**config.mk**
```make
export PLATFORM = sky130hd
export DESIGN_NAME = event_cue_sequencer
export DESIGN_NICKNAME = d
export VERILOG_FILES = /design/src/hw/rtl/ecs_pkg.sv /design/src/hw/rtl/event_cue_sequencer.sv
export SDC_FILE = /design/constraint.sdc
export NUM_CORES = 1
export LEC_CHECK = 0
export ABC_AREA = 1
export BUFFER_PORTS_ARGS = -buffer_cell sky130_fd_sc_hd__buf_2
export CELL_PAD_IN_SITES_DETAIL_PLACEMENT = 2
export CELL_PAD_IN_SITES_GLOBAL_PLACEMENT = 2
export CORE_ASPECT_RATIO = 1.75
export CORE_MARGIN = 4
export CORE_UTILIZATION = 37
export DETAILED_ROUTE_END_ITERATION = 16
export GPL_TIMING_DRIVEN = 0
export PLACE_DENSITY = 0.8
export SYNTH_ARGS = -nofsm -noshare
export SYNTH_HDL_FRONTEND = slang
export SYNTH_SLANG_ARGS = --single-unit
```
**constraint.sdc**
```tcl
create_clock -name clk -period 7.98 [get_ports clk]
set_clock_uncertainty 0.1 [all_clocks]
set_input_delay 1.197 -clock clk [delete_from_list [all_inputs] [get_ports clk]]
set_output_delay 1.197 -clock clk [all_outputs]
set_load 0.02 [all_outputs]
```
**src/hw/rtl/ecs_pkg.sv**
```systemverilog
// Shared types, codes and sizes for the event cue sequencer.
`default_nettype none

package ecs_pkg;

	localparam int FIFO_DEPTH = 8;
	localparam int FIFO_AW = (FIFO_DEPTH > 1) ? $clog2(FIFO_DEPTH) : 1;
	localparam int FIFO_CW = $clog2(FIFO_DEPTH + 1);
	localparam int FIFO_SW = FIFO_AW + 1;
	localparam int NUM_SRC = 5;
	localparam int CFG_DW = 16;

	localparam logic [0:0] CFG_LOCK_DEBOUNCE = 1'd0;
	localparam logic [0:0] CFG_CUE_GAP = 1'd1;

	localparam logic [CFG_DW-1:0] LOCK_DEBOUNCE_RST = 16'd250;
	localparam logic [CFG_DW-1:0] CUE_GAP_RST = 16'd1200;

	localparam logic [3:0] ST_SAFE_IDLE = 4'd1;
	localparam logic [3:0] ST_LIFT_RAMP = 4'd2;
	localparam logic [3:0] ST_SPIN_HOLD = 4'd3;
	localparam logic [3:0] ST_STOPPING = 4'd4;
	localparam logic [3:0] ST_ROTATE_MOVING = 4'd5;
	localparam logic [3:0] ST_HARD_STOP = 4'd6;
	localparam logic [3:0] ST_FAULT_LATCHED = 4'd7;
	localparam logic [3:0] ST_RUN_OPENING = 4'd8;

	localparam logic [1:0] DOOR_CMD_CLOSE = 2'd1;
	localparam logic [1:0] DOOR_CMD_OPEN = 2'd2;

	localparam logic [3:0] KIND_MANUAL = 4'd0;
	localparam logic [3:0] KIND_POWER_ON = 4'd1;
	localparam logic [3:0] KIND_DOOR_CLOSING = 4'd2;
	localparam logic [3:0] KIND_DOOR_OPENING = 4'd3;
	localparam logic [3:0] KIND_LOCKING = 4'd4;
	localparam logic [3:0] KIND_UNLOCKING = 4'd5;
	localparam logic [3:0] KIND_SPINNING_UP = 4'd6;
	localparam logic [3:0] KIND_AT_SPEED = 4'd7;
	localparam logic [3:0] KIND_SLOWING = 4'd8;
	localparam logic [3:0] KIND_TUBE = 4'd9;
	localparam logic [3:0] KIND_FAULT = 4'd10;
	localparam logic [3:0] KIND_RUN_COMPLETE = 4'd11;

	localparam logic [3:0] TUBE_FIRST = 4'd1;
	localparam logic [3:0] TUBE_LAST = 4'd4;

	typedef logic [FIFO_AW-1:0] fifo_ptr_t;
	typedef logic [FIFO_CW-1:0] fifo_cnt_t;
	typedef logic [FIFO_SW-1:0] fifo_sum_t;

	typedef struct packed {
		logic [31:0] now_ms;
		logic [3:0]  machine_state;
		logic [1:0]  door_command;
		logic        lock_commanded;
		logic        device_powered;
		logic [3:0]  target_tube;
		logic [7:0]  manual_clip;
	} tick_t;

	typedef struct packed {
		logic [3:0] cue_kind;
		logic [7:0] cue_arg;
	} cue_t;

endpackage

`default_nettype wire

```
**src/hw/rtl/event_cue_sequencer.sv**
```systemverilog
// Event cue sequencer top level: edge detection, cue queue and paced release.
`default_nettype none

// Usage: one machine snapshot per tick transfer on tick (tick_valid/tick_stall).
// Each snapshot is held in an input register; while it is held there the edge
// trackers, the cue queue and the release pacing are updated in one pass, and
// a released cue is placed in the output register cue (cue_valid/cue_stall).
// A cue therefore shows on cue_valid at the edge where its tick leaves the
// input register, and one tick is taken every cycle unless tick_stall is
// raised. A tick releases at most one cue; most ticks release none.
// The configuration registers (lock debounce and cue gap, in milliseconds)
// are written through cfg_we, cfg_index and cfg_data; the user must write
// them only while no tick is in flight, which the block itself does not enforce.
// Reset clears the trackers, empties the queue and restores the default
// register values; the first tick after reset only records a baseline.
// When the receiver stalls with a cue waiting, ticks that release no cue
// still pass; a tick that would release one waits in the input register and
// tick_stall rises until the output register frees up.
module event_cue_sequencer (
	input  wire logic                        clk,
	input  wire logic                        arst_n,
	input  wire logic                        tick_valid,
	output logic                             tick_stall,
	input  wire ecs_pkg::tick_t              tick,
	output logic                             cue_valid,
	input  wire logic                        cue_stall,
	output ecs_pkg::cue_t                    cue,
	input  wire logic                        cfg_we,
	input  wire logic [0:0]                  cfg_index,
	input  wire logic [ecs_pkg::CFG_DW-1:0]  cfg_data
);

	logic [ecs_pkg::CFG_DW-1:0] debounce_q;
	logic [ecs_pkg::CFG_DW-1:0] gap_q;

	logic           s1_valid_q;
	ecs_pkg::tick_t tick_s1;

	logic        primed_q;
	logic        in_fault_q;
	logic [3:0]  prev_state_q;
	logic [1:0]  prev_door_q;
	logic        announced_lock_q;
	logic        lock_cand_q;
	logic [31:0] lock_time_q;
	logic        prev_powered_q;
	logic [31:0] last_release_q;

	ecs_pkg::cue_t       fifo_q [ecs_pkg::FIFO_DEPTH];
	ecs_pkg::fifo_ptr_t  head_q;
	ecs_pkg::fifo_cnt_t  count_q;

	ecs_pkg::cue_t       fifo_n [ecs_pkg::FIFO_DEPTH];
	ecs_pkg::fifo_ptr_t  head_n;
	ecs_pkg::fifo_cnt_t  count_n;

	logic                push_vld [ecs_pkg::NUM_SRC];
	ecs_pkg::cue_t       push_cue [ecs_pkg::NUM_SRC];

	logic        fault;
	logic        flush;
	logic        normal;
	logic        resync;
	logic        lock_cand_n;
	logic [31:0] lock_time_n;
	logic [31:0] lock_age;
	logic [31:0] gap_age;
	logic        announce;
	logic        pop;
	logic        advance;
	logic        out_free;

	assign fault = (tick_s1.machine_state == ecs_pkg::ST_HARD_STOP) ||
		(tick_s1.machine_state == ecs_pkg::ST_FAULT_LATCHED);
	assign flush = primed_q && (fault != in_fault_q);
	assign normal = primed_q && !fault && !in_fault_q;
	assign resync = !normal;

	assign lock_cand_n = tick_s1.lock_commanded;
	assign lock_time_n = (tick_s1.lock_commanded != lock_cand_q) ? tick_s1.now_ms : lock_time_q;
	assign lock_age = tick_s1.now_ms - lock_time_n;
	assign announce = (lock_cand_n != announced_lock_q) &&
		(lock_age >= {16'd0, debounce_q});
	assign gap_age = tick_s1.now_ms - last_release_q;

	always_comb begin
		for (int k = 0; k < ecs_pkg::NUM_SRC; k++) begin
			push_vld[k] = 1'b0;
			push_cue[k] = '0;
		end

		push_vld[0] = primed_q && !flush && (tick_s1.manual_clip != 8'd0);
		push_cue[0] = '{cue_kind: ecs_pkg::KIND_MANUAL, cue_arg: tick_s1.manual_clip};

		if (tick_s1.door_command != prev_door_q) begin
			if (tick_s1.door_command == ecs_pkg::DOOR_CMD_CLOSE) begin
				push_vld[1] = normal;
				push_cue[1].cue_kind = ecs_pkg::KIND_DOOR_CLOSING;
			end else if (tick_s1.door_command == ecs_pkg::DOOR_CMD_OPEN) begin
				push_vld[1] = normal;
				push_cue[1].cue_kind = ecs_pkg::KIND_DOOR_OPENING;
			end
		end

		push_vld[2] = normal && announce;
		push_cue[2].cue_kind = lock_cand_n ? ecs_pkg::KIND_LOCKING : ecs_pkg::KIND_UNLOCKING;

		push_vld[3] = normal && tick_s1.device_powered && !prev_powered_q;
		push_cue[3].cue_kind = ecs_pkg::KIND_POWER_ON;

		if (tick_s1.machine_state != prev_state_q) begin
			unique case (tick_s1.machine_state)
				ecs_pkg::ST_LIFT_RAMP: begin
					push_vld[4] = normal;
					push_cue[4].cue_kind = ecs_pkg::KIND_SPINNING_UP;
				end
				ecs_pkg::ST_SPIN_HOLD: begin
					push_vld[4] = normal;
					push_cue[4].cue_kind = ecs_pkg::KIND_AT_SPEED;
				end
				ecs_pkg::ST_STOPPING: begin
					push_vld[4] = normal;
					push_cue[4].cue_kind = ecs_pkg::KIND_SLOWING;
				end
				ecs_pkg::ST_ROTATE_MOVING: begin
					push_vld[4] = normal && (tick_s1.target_tube >= ecs_pkg::TUBE_FIRST) &&
						(tick_s1.target_tube <= ecs_pkg::TUBE_LAST);
					push_cue[4].cue_kind = ecs_pkg::KIND_TUBE;
					push_cue[4].cue_arg = {4'd0, tick_s1.target_tube};
				end
				ecs_pkg::ST_SAFE_IDLE: begin
					push_vld[4] = normal && (prev_state_q == ecs_pkg::ST_RUN_OPENING);
					push_cue[4].cue_kind = ecs_pkg::KIND_RUN_COMPLETE;
				end
				default: begin
					push_vld[4] = 1'b0;
				end
			endcase
		end
	end

	// Accepted cues fill consecutive slots behind the head; a full queue drops the rest.
	always_comb begin
		ecs_pkg::fifo_cnt_t cnt;
		ecs_pkg::fifo_sum_t sum;
		ecs_pkg::fifo_ptr_t slot;
		cnt = count_q;
		sum = '0;
		slot = '0;
		fifo_n = fifo_q;
		for (int k = 0; k < ecs_pkg::NUM_SRC; k++) begin
			if (push_vld[k] && (cnt < ecs_pkg::FIFO_CW'(ecs_pkg::FIFO_DEPTH))) begin
				sum = ecs_pkg::FIFO_SW'(head_q) + ecs_pkg::FIFO_SW'(cnt);
				if (sum >= ecs_pkg::FIFO_SW'(ecs_pkg::FIFO_DEPTH)) begin
					sum = sum - ecs_pkg::FIFO_SW'(ecs_pkg::FIFO_DEPTH);
				end
				slot = sum[ecs_pkg::FIFO_AW-1:0];
				fifo_n[slot] = push_cue[k];
				cnt = cnt + ecs_pkg::FIFO_CW'(1);
			end
		end

		pop = normal && (cnt != '0) && (gap_age >= {16'd0, gap_q});

		if (flush) begin
			head_n = '0;
			count_n = '0;
		end else if (pop) begin
			if (head_q == ecs_pkg::FIFO_AW'(ecs_pkg::FIFO_DEPTH - 1)) begin
				head_n = '0;
			end else begin
				head_n = head_q + ecs_pkg::FIFO_AW'(1);
			end
			count_n = cnt - ecs_pkg::FIFO_CW'(1);
		end else begin
			head_n = head_q;
			count_n = cnt;
		end
	end

	assign out_free = !cue_valid || !cue_stall;
	assign advance = s1_valid_q && (!pop || out_free);
	assign tick_stall = s1_valid_q && !advance;

	always_ff @(posedge clk or negedge arst_n) begin
		if (!arst_n) begin
			debounce_q <= ecs_pkg::LOCK_DEBOUNCE_RST;
			gap_q <= ecs_pkg::CUE_GAP_RST;
		end else if (cfg_we) begin
			unique case (cfg_index)
				ecs_pkg::CFG_LOCK_DEBOUNCE: debounce_q <= cfg_data;
				ecs_pkg::CFG_CUE_GAP:       gap_q <= cfg_data;
				default:                    gap_q <= gap_q;
			endcase
		end
	end

	always_ff @(posedge clk or negedge arst_n) begin
		if (!arst_n) begin
			s1_valid_q <= 1'b0;
		end else if (!tick_stall) begin
			s1_valid_q <= tick_valid;
		end
	end

	always_ff @(posedge clk) begin
		if (tick_valid && !tick_stall) begin
			tick_s1 <= tick;
		end
	end

	always_ff @(posedge clk or negedge arst_n) begin
		if (!arst_n) begin
			primed_q <= 1'b0;
			in_fault_q <= 1'b0;
			prev_state_q <= '0;
			prev_door_q <= '0;
			announced_lock_q <= 1'b0;
			lock_cand_q <= 1'b0;
			lock_time_q <= '0;
			prev_powered_q <= 1'b0;
			last_release_q <= '0;
			head_q <= '0;
			count_q <= '0;
		end else if (advance) begin
			primed_q <= 1'b1;
			if (!primed_q || flush) begin
				in_fault_q <= fault;
			end
			prev_state_q <= tick_s1.machine_state;
			prev_door_q <= tick_s1.door_command;
			prev_powered_q <= tick_s1.device_powered;
			lock_cand_q <= lock_cand_n;
			if (resync) begin
				announced_lock_q <= tick_s1.lock_commanded;
				lock_time_q <= tick_s1.now_ms;
			end else begin
				lock_time_q <= lock_time_n;
				if (announce) begin
					announced_lock_q <= lock_cand_n;
				end
			end
			if (pop) begin
				last_release_q <= tick_s1.now_ms;
			end
			if (primed_q) begin
				head_q <= head_n;
				count_q <= count_n;
			end
		end
	end

	always_ff @(posedge clk) begin
		if (advance) begin
			fifo_q <= fifo_n;
		end
	end

	always_ff @(posedge clk or negedge arst_n) begin
		if (!arst_n) begin
			cue_valid <= 1'b0;
		end else if (advance && pop) begin
			cue_valid <= 1'b1;
		end else if (!cue_stall) begin
			cue_valid <= 1'b0;
		end
	end

	always_ff @(posedge clk) begin
		if (advance && pop) begin
			cue <= fifo_n[head_q];
		end
	end

endmodule

`default_nettype wire

```
## Yosys cells after proc, flatten, opt, wreduce, memory -nomap -nowiden

Index checks and enable logic that the tools add are counted.

| storage, ports and cells | value |
|---|---|
| bits in registers | 276 |
| output and inout bits | 14 |
| word-level logic and storage cells | 225 |

| operators by class | value |
|---|---|
| add/subtract/negate cells | 19 |
| magnitude comparators | 25 |
| equal/unequal tests | 18 |
| mux-type cells | 60 |
| bitwise gates (word level) | 10 |
| reduce and logical (&&, ||, !) cells | 53 |

Operators by type and width:

| kind | count |
|---|---|
| 2-to-1 mux 96 bit | 5 |
| bitwise mux 96 bit | 4 |
| demux 12 bit (select 3 bit) | 5 |
| 2-to-1 mux 12 bit | 8 |
| bitwise AND 88 bit | 1 |
| inverter 88 bit | 1 |
| greater-or-equal comparator 32 x 16 -> 1 bit | 2 |
| 2-to-1 mux 32 bit | 2 |
| subtractor 32 bit | 2 |
| greater-or-equal comparator 4 bit, second input constant | 11 |
| 2-to-1 mux 3 bit | 13 |
| binary-select mux 12 bit (select 3 bit) | 1 |
| 2-to-1 mux 4 bit | 9 |
| logical AND 1 bit | 28 |
| inverter 3 -> 4 bit | 6 |
| adder 3 x 4 -> 4 bit | 5 |
| adder 4 x 1 -> 4 bit, second input constant | 5 |
| less-than comparator 4 x 1 -> 1 bit, second input constant | 5 |
| less-than comparator 4 bit, second input constant | 5 |
| case mux 4 bit (5 select lines) | 1 |
| == test 4 x 3 -> 1 bit, second input constant | 4 |
| subtractor 3 x 1 -> 3 bit, second input constant | 5 |
| AND reduction 2 bit | 6 |
| zero test 1 bit | 10 |
| other kinds (25) | 41 |

## Longest topological paths before layout

Gate-level depths: netlist (run 1).

| logic depth | value |
|---|---|
| word-level depth | 32 |
| gate-level depth with buffers | 54 |
| depth with buffers taken out | 50 |

## Worst setup path after synthesis (run 1)

OpenSTA, ideal clock, no wires.

| timing path | value |
|---|---|
| path type | flip-flop to flip-flop |
| start | register tick_s1 (netlist bit lock_cand_n) |
| end | register tick_s1 (netlist bit lock_cand_n), enable pin |
| library setup time | 406 ps |
| arrival | 6626 ps |
| data required time | 7474 ps |
| setup slack | 848 ps |
| cell stages (with the launch flop) | 47 |
| path buffers | 4 |
| clock period less this slack | 7132 ps |
| cell sequence | edfxtp_1 -> buf_6 -> inv_4 -> nand2_4 -> nand2_4 -> buf_6 -> buf_2 -> clkbuf_1 -> nand2_1 -> o21ai_0 -> ha_1 -> inv_1 -> ha_1 -> inv_1 -> nand2_1 -> nand3_1 -> nand3_2 -> nand2_1 -> [11 not listed] -> nor2_1 -> nand2_2 -> nand3_4 -> nand2_1 -> nand2_2 -> inv_1 -> ha_1 -> inv_1 -> o21ai_1 -> ha_1 -> o21ai_0 -> ha_1 -> nand3b_1 -> nor2_1 -> nor2_2 -> nand3_1 -> nand2_1 -> inv_1 |

| on the way | value |
|---|---|
| longest elaborated chain between the ends | 24 |
| elaborated cells between the ends (all ways) | 27 |
| classes of those cells | 3 x add/sub; 3 x order compare; 2 x eq/ne; 4 x mux; 15 x reduce/logical |

Ends and longest elaborated chain:

| what | RTL line | RTL |
|---|---|---|
| start, declared | event_cue_sequencer.sv:37 | `ecs_pkg::tick_t tick_s1;` |
| start signal, assigned | event_cue_sequencer.sv:208 | `tick_s1 <= tick;` |
| != test 1 bit | event_cue_sequencer.sv:80 | `assign lock_time_n = (tick_s1.lock_commanded != lock_cand_q) ? tick_s1.now_ms : lock_time_q;` |
| 2-to-1 mux 32 bit | event_cue_sequencer.sv:80 |  |
| subtractor 32 bit | event_cue_sequencer.sv:81 | `assign lock_age = tick_s1.now_ms - lock_time_n;` |
| greater-or-equal comparator 32 x 16 -> 1 bit | event_cue_sequencer.sv:83 | `(lock_age >= {16'd0, debounce_q});` |
| logical AND 1 bit (*) | event_cue_sequencer.sv:82 | `assign announce = (lock_cand_n != announced_lock_q) &&` |
| logical AND 1 bit (*) | event_cue_sequencer.sv:105 | `push_vld[2] = normal && announce;` |
| logical AND 1 bit (*) | event_cue_sequencer.sv:152 | `if (push_vld[k] && (cnt < ecs_pkg::FIFO_CW'(ecs_pkg::FIFO_DEPTH))) begin` |
| 2-to-1 mux 4 bit (*) | event_cue_sequencer.sv:152 |  |
| [7 not listed] | - |  |
| logical AND 1 bit (*) (2 in a row) | event_cue_sequencer.sv:163 | `pop = normal && (cnt != '0) && (gap_age >= {16'd0, gap_q});` |
| zero test 1 bit (*) | event_cue_sequencer.sv:182 | `assign advance = s1_valid_q && (!pop \|\| out_free);` |
| logical OR 1 bit (*) | event_cue_sequencer.sv:182 |  |
| logical AND 1 bit (*) | event_cue_sequencer.sv:182 |  |
| zero test 1 bit (*) | event_cue_sequencer.sv:183 | `assign tick_stall = s1_valid_q && !advance;` |
| logical AND 1 bit (*) | event_cue_sequencer.sv:183 |  |
| zero test 1 bit (*) | event_cue_sequencer.sv:207 | `if (tick_valid && !tick_stall) begin` |
| logical AND 1 bit (*) | event_cue_sequencer.sv:207 |  |

Mark *: on every way between the ends. The rest lies on a longest branch, timed or not.
A chain may end at the register's enable or synchronous reset.

## Final worst setup path (run 1)

| timing path | value |
|---|---|
| start | register tick_s1 (netlist bit lock_cand_n) |
| end | output tick_stall |

| on the way | value |
|---|---|
| longest elaborated chain between the ends | 22 |
| elaborated cells between the ends (all ways) | 25 |
| classes of those cells | 3 x add/sub; 3 x order compare; 2 x eq/ne; 4 x mux; 13 x reduce/logical |

Ends and longest elaborated chain:

| what | RTL line | RTL |
|---|---|---|
| != test 1 bit | event_cue_sequencer.sv:80 |  |
| 2-to-1 mux 32 bit | event_cue_sequencer.sv:80 |  |
| subtractor 32 bit | event_cue_sequencer.sv:81 |  |
| greater-or-equal comparator 32 x 16 -> 1 bit | event_cue_sequencer.sv:83 |  |
| logical AND 1 bit (*) | event_cue_sequencer.sv:82 |  |
| logical AND 1 bit (*) | event_cue_sequencer.sv:105 |  |
| logical AND 1 bit (*) | event_cue_sequencer.sv:152 |  |
| 2-to-1 mux 4 bit (*) | event_cue_sequencer.sv:152 |  |
| [5 not listed] | - |  |
| 2-to-1 mux 4 bit (*) | event_cue_sequencer.sv:152 |  |
| nonzero test 4 bit (*) | event_cue_sequencer.sv:163 |  |
| logical AND 1 bit (*) (2 in a row) | event_cue_sequencer.sv:163 |  |
| zero test 1 bit (*) | event_cue_sequencer.sv:182 |  |
| logical OR 1 bit (*) | event_cue_sequencer.sv:182 |  |
| logical AND 1 bit (*) | event_cue_sequencer.sv:182 |  |
| zero test 1 bit (*) | event_cue_sequencer.sv:183 |  |
| logical AND 1 bit (*) | event_cue_sequencer.sv:183 |  |
| end, declared | event_cue_sequencer.sv:23 | `output logic tick_stall,` |

Marks and branches as above.

==> flow_metrics.env, run 1 <==
export IMPL_yosys_area_top_type_share_pct=24.1
export IMPL_crit_arrival_ps=6670
export IMPL_drv_cap=0
export IMPL_hold_start="last_release_q[16]"
export IMPL_endpoint="tick_stall"
export IMPL_io_pins=88
export IMPL_outcome="complete, no violations"
export IMPL_cts_root_buf="clkbuf_16"
export IMPL_r2r_start="lock_cand_n"
export IMPL_end_kind="output pin"
export IMPL_grt_pass1_vias=23000
export IMPL_synth_edff_count=160
export IMPL_die_area_mm2=0.0579
export IMPL_synthFlopType="edfxtp_1"
export IMPL_fin_crit_ps=7970
export IMPL_grtUsageTotal_pct=30.4
export IMPL_worstRegToRegCells=45
export IMPL_period_share_pct=99.8
export IMPL_ant_nets=0
export IMPL_fp_row_count=112
export IMPL_synthCells=2758
export IMPL_finalNetCount=3115
export IMPL_hp_class="reg -> reg"
export IMPL_clock_latency_ps=610
export IMPL_regArea_mm2=0.00772
export IMPL_crit_type="reg -> out"
export IMPL_cp_slowest_cell="edfxtp_1"
export IMPL_slew_violations=0
export IMPL_rrSetupSlack_ps=140
export IMPL_cp_required_ps=6680
export IMPL_startpoint="lock_cand_n"
export IMPL_hpwlAfterDp_um=70400
export IMPL_slew_limit_headroom_pct=21.4
export IMPL_die_x_um=184
export IMPL_setup_viol=0
export IMPL_top_layer_used="met4"
export IMPL_postSynth_asyncResetShare_pct=42.0
export IMPL_grt_pass1_wl_um=134000
export IMPL_synthTopCellsByArea="edfxtp_1 (24%), nand2_1 (15%), dfrtp_1 (13%), inv_1 (7.3%), ha_1 (6.3%)"
export IMPL_synth_net_count=2938
export IMPL_drt_total_wl_um=90200
export IMPL_grt_setup_unrepaired="true"
export IMPL_multi_input_area_mm2=0.0107
export IMPL_worstHoldPathCells=2
export IMPL_clk_pin_slew_ps=70
export IMPL_drt_iter0_markers=748
export IMPL_max_freq_mhz=126
export IMPL_start_util_pct=37.4
export IMPL_drt_first_pass_iters=5
export IMPL_antenna_diode_count=0
export IMPL_grt_max_degree=106
export IMPL_cts_tree="built"
export IMPL_htreeDepth=1
export IMPL_cts_buffers=30
export IMPL_fp_coreArea_mm2=0.0534
export IMPL_drive_gt1_share_pct=13.0
export IMPL_max_slew_worst_pin_slew_ps=1180
export IMPL_hold_viol=0
export IMPL_antenna_found_initial=0
export IMPL_syn2layout_area_growth_pct=16.2
export IMPL_ys_seq_elements=276
export IMPL_yosysUniqueCellTypes=56
export IMPL_fill_cells=6364
export IMPL_cp_start_kind="flop"
export IMPL_yosys_warnings=0
export IMPL_synth_area_per_cell_um2=7.24
export IMPL_postCtsHoldBufs=0
export IMPL_wl_met2_um=51100
export IMPL_r2r_end="cue[11]"
export IMPL_cp_slowest_stage_delay_ps=420
export IMPL_clock_sinks=276
export IMPL_dr_wl_met3_um=2240
export IMPL_yosysSeqAreaShare_pct=38.7
export IMPL_overflow=0
export IMPL_syn_area_mm2=0.0200
export IMPL_drc=0
export IMPL_synth_largest_area_cell="edfxtp_1"
export IMPL_wl_met1_um=27600
export IMPL_numPortBuffers=87
export IMPL_vias=20200
export IMPL_die_y_um=315
export IMPL_crit_fanout=6
export IMPL_drt_vias_per_instance=5.53
export IMPL_routedWlPerCell_um=24.7
export IMPL_clock_path_buffers=3
export IMPL_finalWeightedCongestion=0.933
export IMPL_whs_ps=373
per-layer routing:
layer	up-vias	track usage [%]
met2	451	61.2
li1	9343	-
met5	-	0
met3	306	2.90
met4	0	25.0
met1	10100	25.9
cells by family after synthesis:
| kind of cell | after synthesis | share of synthesized area (%) |
|---|---|---|
| flip-flops | 276 | 38.7 |
| AO/OA/AOI/OAI | 447 | 12.1 |
| adder cells (fa/ha/maj) | 106 | 6.87 |
| AND/OR/NAND/NOR | 1385 | 29.8 |
| buffers and inverters | 480 | 9.75 |
| XOR/XNOR | 64 | 2.81 |
registers in the layout (all words and copies together), names as in the netlist, 2 cells and up:
| register | cells |
|---|---|
| fifo_q | 96 |
| tick_s1 | 43 |
| last_release_q | 32 |
| lock_time_q | 32 |
| debounce_q | 16 |
| gap_q | 16 |
| cue | 12 |
| push_cue | 8 |
| count_q | 4 |
| prev_state_q | 4 |
| head_q | 3 |
| prev_door_q | 2 |
worst min-delay path by stage:
stage | slack, ps | end
CTS | 370 | last_release_q[19]
finish | 370 | last_release_q[16]
global route | 400 | lock_time_q[20]
detailed placement | 370 | last_release_q[29]
global placement | 350 | last_release_q[16]
floorplan | 340 | last_release_q[10]
through the flow:
| stage | std cells | util (%) | cell area, µm² | worst slack [ps] | setup TNS, ps |
|---|---|---|---|---|---|
| detailed placement | 3534 | 40.0 | 21400 | -2100 | -471520 |
| CTS | 3626 | 42.8 | 22900 | 19.7 | 0 |
| global route | 3643 | 43.4 | 23200 | -252 | -7610 |
| global placement | 3529 | 39.8 | 21300 | -2430 | -418690 |
| finish | 3643 | 43.4 | 23200 | 14.5 | 0 |
| floorplan | 2758 | - | 20000 | 848 | 0 |
layout make-up:
cell class                 count  area share, %
buffer                        75           2.09
clock buffer                  46           3.85
clock inverter                10          0.210
inverter                     405           6.63
multi-input combinational   2002           46.2
sequential                   276           33.3
tap                          684           3.69
timing repair buffer         145           4.02
layout by cell type, fill, tap and decap left out, types with 20 or more instances in the layout:
master	instances
nand2_1	803
inv_1	378
o21ai_0	219
nand3_1	204
nor2_1	198
edfxtp_1	160
a21oi_1	110
dfrtp_1	105
buf_2	97
ha_1	92
buf_4	54
clkbuf_1	47
o21ai_1	37
xor2_1	36
nor3_1	35
clkbuf_16	32
nand2_2	31
nand3_2	27
nand4_1	22
xnor2_1	22
inv_2	20
cells in the mapped netlist (all sizes together) (10+ instances only):
library cell and number:
nand2 844, inv 401, o21ai 264, nand3 236, nor2 214, edfxtp 160
a21oi 117, dfrtp 106, ha 100, clkbuf 42, xor2 40, nor3 38
buf 32, xnor2 24, nand4 22, nand3b 17, o211ai 16, dfstp 10
critical path: cells and delay by family, from the launching register on:
kind / cells / cell delay [ps]
adders and majority gates: 5 / 1380
xor gates and xnor gates: 1 / 170
buffers and inverters: 10 / 1090
DFF: 1 / 420
and+or+nand+nor: 17 / 1780
AOI/OAI and AO/OA: 7 / 1190
timing repair:
| item | 4_1_cts | 5_1_grt |
|---|---|---|
| setup buffers | 36 | 17 |
| setup endpoints to repair | 353 | 130 |
| resized for setup | 72 | 51 |
| pin swaps | 29 | 39 |
Power of run 1 is left out: the tool's default activity adds up to more than one toggle a clock period on the data nets, which glitch-free logic cannot reach.
==> run 2, diff against run 1 <==
Settings changed: PLACE_DENSITY 0.8 to 0.83.
==> flow_metrics.env, run 2 (same netlist as run 1, synthesis figures left out) <==
export IMPL_grt_pass1_wl_um=133000
export IMPL_grt_pass1_vias=22900
export IMPL_io_pins=88
export IMPL_drt_total_wl_um=90000
export IMPL_period_share_pct=100
export IMPL_outcome="finished with violations"
export IMPL_whs_ps=380
export IMPL_cp_slowest_cell="edfxtp_1"
export IMPL_routedWlPerCell_um=24.8
export IMPL_hpwlAfterDp_um=69900
export IMPL_slew_limit_headroom_pct=19.9
export IMPL_hp_class="in -> async"
export IMPL_clock_sinks=276
export IMPL_r2r_start="lock_cand_n"
export IMPL_fill_cells=6296
export IMPL_startpoint="lock_cand_n"
export IMPL_die_area_mm2=0.0579
export IMPL_syn2layout_area_growth_pct=16.0
export IMPL_largest_register="fifo_q"
export IMPL_drv_cap=0
export IMPL_overflow=0
export IMPL_rrSetupSlack_ps=160
export IMPL_finalNetCount=3104
export IMPL_htreeDepth=1
export IMPL_cts_root_buf="clkbuf_16"
export IMPL_die_y_um=315
export IMPL_antenna_found_initial=0
export IMPL_layout_common_cells="nand2_1 (804), inv_1 (379), o21ai_0 (218)"
export IMPL_drive_gt1_share_pct=12.6
export IMPL_start_util_pct=37.4
export IMPL_instances_no_fill=3633
export IMPL_r2r_end="cue[6]"
export IMPL_slew_violations=0
export IMPL_cp_slowest_stage_delay_ps=410
export IMPL_vias=20100
export IMPL_violations="negative setup slack"
export IMPL_drt_first_pass_iters=6
export IMPL_drt_vias_per_instance=5.54
export IMPL_max_slew_worst_pin_slew_ps=1200
export IMPL_crit_fanout=8
export IMPL_layout_commonest_cell="nand2_1"
export IMPL_max_freq_mhz=125
export IMPL_clk_pin_slew_ps=70
export IMPL_drc=0
export IMPL_clock_latency_ps=630
export IMPL_end_kind="output pin"
export IMPL_fp_row_count=112
export IMPL_grtUsageTotal_pct=30.2
export IMPL_finalWeightedCongestion=0.955
export IMPL_hold_viol=0
export IMPL_crit_arrival_ps=6700
export IMPL_cts_buffers=31
export IMPL_ant_nets=0
export IMPL_worstRegToRegCells=45
export IMPL_final_area_mm2=0.0232
export IMPL_dp_cells=3533
export IMPL_cts_tree="built"
export IMPL_fin_ws_ps=-12.4
export IMPL_drt_iter0_markers=775
export IMPL_timing_critical_path_mode_cell="nand2_1"
export IMPL_largest_register_ffs=96
export IMPL_die_x_um=184
export IMPL_grt_max_degree=106
export IMPL_setup_viol=1
export IMPL_fin_crit_ps=7990
export IMPL_top_regs="fifo_q x96, tick_s1 x43"
export IMPL_clock_path_buffers=3
export IMPL_post_dp_cell_area_mm2=0.0213
export IMPL_crit_type="reg -> out"
export IMPL_grt_setup_unrepaired="true"
export IMPL_cp_required_ps=6680
export IMPL_numPortBuffers=87
export IMPL_endpoint="tick_stall"
export IMPL_cp_start_kind="flop"
export IMPL_fp_coreArea_mm2=0.0534
[run 2: worst max-delay path, delay by kind of cell (launching register included)]
family,cells,cell delay (ps)
buffers and inverters,11,1280
AOI/OAI and AO/OA,4,610
and+or+nand+nor,22,2260
adders and majority gates,5,1290
xor gates and xnor gates,1,200
DFF,1,410
[run 2: how the worst min path moves through the flow]
| stage | endpoint | startpoint |
|---|---|---|
| floorplan | last_release_q[10] | last_release_q[10] |
| global placement | last_release_q[16] | last_release_q[16] |
| detailed placement | last_release_q[21] | last_release_q[21] |
| CTS | last_release_q[17] | arst_n |
| global route | last_release_q[19] | arst_n |
| finish | cue_valid | arst_n |
[run 2: area by class of cell]
class	count	area [µm²]	area share, %
clock buffer	39	868	3.75
timing repair buffer	133	850	3.67
inverter	405	1540	6.64
buffer	75	485	2.10
antenna	1	2.50	0.0108
tap	684	856	3.70
sequential	276	7720	33.3
clock inverter	18	179	0.773
multi-input combinational	2002	10700	46.0
[run 2: repair_timing]
action,in CTS,in global routing
endpoints found under the setup margin,353,130
buffers inserted,26,16
pin swaps,29,30
gates resized for setup,65,46
hold buffers,0,0
[run 2: routing by layer]
| layer | up-vias | track usage (%) | wire, µm |
|---|---|---|---|
| met4 | 0 | 24.6 | 9870 |
| met2 | 463 | 60.8 | 50100 |
| met1 | 10000 | 26.1 | 28100 |
| met5 | - | 0 | 0 |
| met3 | 293 | 2.45 | 2010 |
| li1 | 9329 | - | - |
[run 2: metrics by stage]
step	setup TNS (ps)	setup slack (ps)	util, %
floorplan	0	848	-
global placement	-446010	-2430	39.8
detailed placement	-467240	-2090	40.0
CTS	0	15.5	42.8
global route	-1150	-251	43.4
finish	-12.4	-12.4	43.4
Power of run 2 is left out for the same reason.
==> run 3, diff against run 2 <==
Settings changed: ABC_AREA 1 to not set, CORE_UTILIZATION 37 to 41, PLACE_DENSITY 0.83 to 0.82.
==> flow_metrics.env, run 3 <==
export IMPL_outcome="finished with violations"
export IMPL_violations="max-capacitance violations, max-slew violations, negative setup slack"
export IMPL_drv_cap=4
export IMPL_rrSetupSlack_ps=-1550
export IMPL_fp_row_count=105
export IMPL_fp_coreArea_mm2=0.0468
export IMPL_clock_latency_ps=610
export IMPL_fill_cells=4579
export IMPL_startpoint="lock_cand_n"
export IMPL_postSynth_asyncResetShare_pct=42.0
export IMPL_ant_nets=0
export IMPL_synth_compound_area_share_pct=17.2
export IMPL_die_area_mm2=0.0508
export IMPL_max_freq_mhz=98.8
export IMPL_fin_crit_ps=10120
export IMPL_crit_arrival_ps=8820
export IMPL_clock_sinks=276
export IMPL_layout_common_cells="edfxtp_1 (160), nand2_1 (138), nor2_1 (128)"
export IMPL_antenna_found_initial=2
export IMPL_cp_slowest_cell="o311a_1"
export IMPL_synthTopCellsByArea="edfxtp_1 (25%), dfrtp_1 (14%), ha_1 (6.5%), mux2i_1 (6.1%), mux2_2 (2.9%)"
export IMPL_vias=19100
export IMPL_drt_vias_per_instance=6.78
export IMPL_synth_xor_area_share_pct=3.57
export IMPL_ys_seq_elements=276
export IMPL_largest_register_ffs=96
export IMPL_die_x_um=172
export IMPL_drt_iter0_markers=1641
export IMPL_whs_ps=364
export IMPL_cts_root_buf="clkbuf_16"
export IMPL_drt_total_wl_um=103000
export IMPL_cts_buffers=29
export IMPL_grt_pass1_wl_um=136000
export IMPL_synthMuxAreaShare_pct=12.4
export IMPL_htreeDepth=1
export IMPL_hold_viol=0
export IMPL_drive_gt1_share_pct=28.3
export IMPL_hp_class="in -> async"
export IMPL_die_y_um=295
export IMPL_synthCells=1928
export IMPL_clock_path_buffers=3
export IMPL_multi_input_area_mm2=0.0122
export IMPL_syn2layout_area_growth_pct=29.5
export IMPL_synth_common_cells="edfxtp_1 (160), nand2_1 (144), nor2_1 (143)"
export IMPL_hpwlAfterDp_um=56500
export IMPL_crit_fanout=10
export IMPL_period_share_pct=127
export IMPL_slew_limit_headroom_pct=-30.7
export IMPL_worstRegToRegCells=48
export IMPL_r2r_end="cue[1]"
export IMPL_yosysUniqueCellTypes=114
export IMPL_synth_fa_ha_area_share_pct=7.66
export IMPL_drt_first_pass_iters=5
export IMPL_grtUsageTotal_pct=35.8
export IMPL_start_util_pct=41.3
export IMPL_cts_tree="built"
export IMPL_routedWlPerCell_um=36.6
export IMPL_max_slew_worst_pin_slew_ps=1940
export IMPL_synth_largest_area_cell="edfxtp_1"
export IMPL_syn_area_mm2=0.0193
export IMPL_layout_commonest_cell="edfxtp_1"
export IMPL_grt_setup_unrepaired="true"
export IMPL_setup_viol=353
export IMPL_synth_net_count=2108
export IMPL_crit_type="reg -> out"
export IMPL_cp_slowest_stage_delay_ps=590
export IMPL_grt_pass1_vias=20700
export IMPL_overflow=0
export IMPL_postCtsHoldBufs=0
export IMPL_io_pins=88
export IMPL_synth_area_per_cell_um2=10.0
export IMPL_synth_edff_count=160
export IMPL_finalNetCount=2379
export IMPL_endpoint="tick_stall"
export IMPL_slew_violations=21
export IMPL_instances_no_fill=2811
export IMPL_yosysSeqAreaShare_pct=39.9
export IMPL_end_kind="output pin"
export IMPL_r2r_start="lock_cand_n"
export IMPL_grt_max_degree=91
export IMPL_drc=0
export IMPL_top_regs="fifo_q x96, tick_s1 x43"
export IMPL_regArea_mm2=0.00772
export IMPL_cp_start_kind="flop"
export IMPL_synth_simple_area_share_pct=14.9
export IMPL_synth_top_family_by_area="compound AO/OA/AOI/OAI gates"
export IMPL_numPortBuffers=87
export IMPL_yosys_warnings=0
export IMPL_largest_register="fifo_q"
export IMPL_clk_pin_slew_ps=70
export IMPL_dp_cells=2608
export IMPL_cp_required_ps=6680
export IMPL_fin_ws_ps=-2140
export IMPL_yosys_area_top_type_share_pct=24.8
export IMPL_finalWeightedCongestion=0.957
export IMPL_synthFlopType="edfxtp_1"
export IMPL_yosysMostFrequentCell="edfxtp_1"
-- run 3: cell types whose count changed in the layout (fill, tap and decap cells not counted), moves of 28 or more --
cell,before,now
mux2_2,0,28
buf_12,5,36
mux2i_1,0,104
a21oi_1,112,82
o21ai_1,38,7
nor2_1,199,128
nand2_1,804,138
mux2_4,0,68
buf_4,43,72
inv_1,379,115
o21ai_0,218,69
nand3_1,206,43
nand2_2,35,5
-- run 3: routing by layer --
metal / GRT usage, % / up-vias / part of all wire [%] / routed length (µm)
met3: 4.21 / 574 / 5.2 / 5390
met4: 28.4 / 0 / 12 / 12100
li1: - / 7764 / - / -
met2: 66.8 / 1111 / 51 / 52100
met1: 34.7 / 9603 / 32 / 33100
met5: 0 / - / 0 / 0
-- run 3: repair_timing --
item	4_1_cts	5_1_grt
gates resized for setup	231	167
setup buffers	88	61
gates cloned	24	4
setup endpoints to repair	353	353
pin swaps	41	47
hold endpoints to repair	0	0
-- run 3: layout make-up --
type | instances | share of cell area (%)
diodes | 1 | 0.00999
plain buffers | 77 | 2.06
clock buffers | 39 | 3.55
clock inverters | 15 | 0.355
inverters | 118 | 1.78
multi-input cells | 1452 | 48.5
flip-flops and latches | 276 | 30.8
well taps | 588 | 2.94
repair buffers | 245 | 9.96
-- run 3: cell families after synthesis --
family,count (synthesis)
adders and majority gates,117
buffers and inverters,201
and+or+nand+nor,570
muxes,215
xor gates and xnor gates,78
AOI/OAI and AO/OA,471
DFF,276
-- run 3: worst max-delay path, delay by kind of cell, from the launching register on --
family | cells | cell delay (ps)
xor gates and xnor gates | 2 | 460
DFF | 1 | 510
muxes | 1 | 310
buffers and inverters | 7 | 1090
and+or+nand+nor | 8 | 1470
AOI/OAI and AO/OA | 17 | 3470
adders and majority gates | 4 | 840
-- run 3: worst min-delay path by stage --
stage	start	to	slack, ps
2_1_floorplan	last_release_q[13]	last_release_q[13]	360
3_3_place_gp	last_release_q[17]	last_release_q[17]	370
3_5_place_dp	last_release_q[15]	last_release_q[15]	380
4_1_cts	arst_n	last_release_q[19]	360
5_1_grt	arst_n	last_release_q[20]	370
6_report	arst_n	last_release_q[19]	360
-- run 3: metrics by stage --
stage	TNS (ps)	cell area (µm²)	worst slack [ps]	util (%)
floorplan	-41680	19600	-473	-
global placement	-689830	20700	-2640	44.3
detailed placement	-740330	20800	-2610	44.5
CTS	-172540	24200	-1450	51.8
global route	-457070	25000	-2190	53.6
finish	-427710	25000	-2140	53.6
Power of run 3 is left out for the same reason.
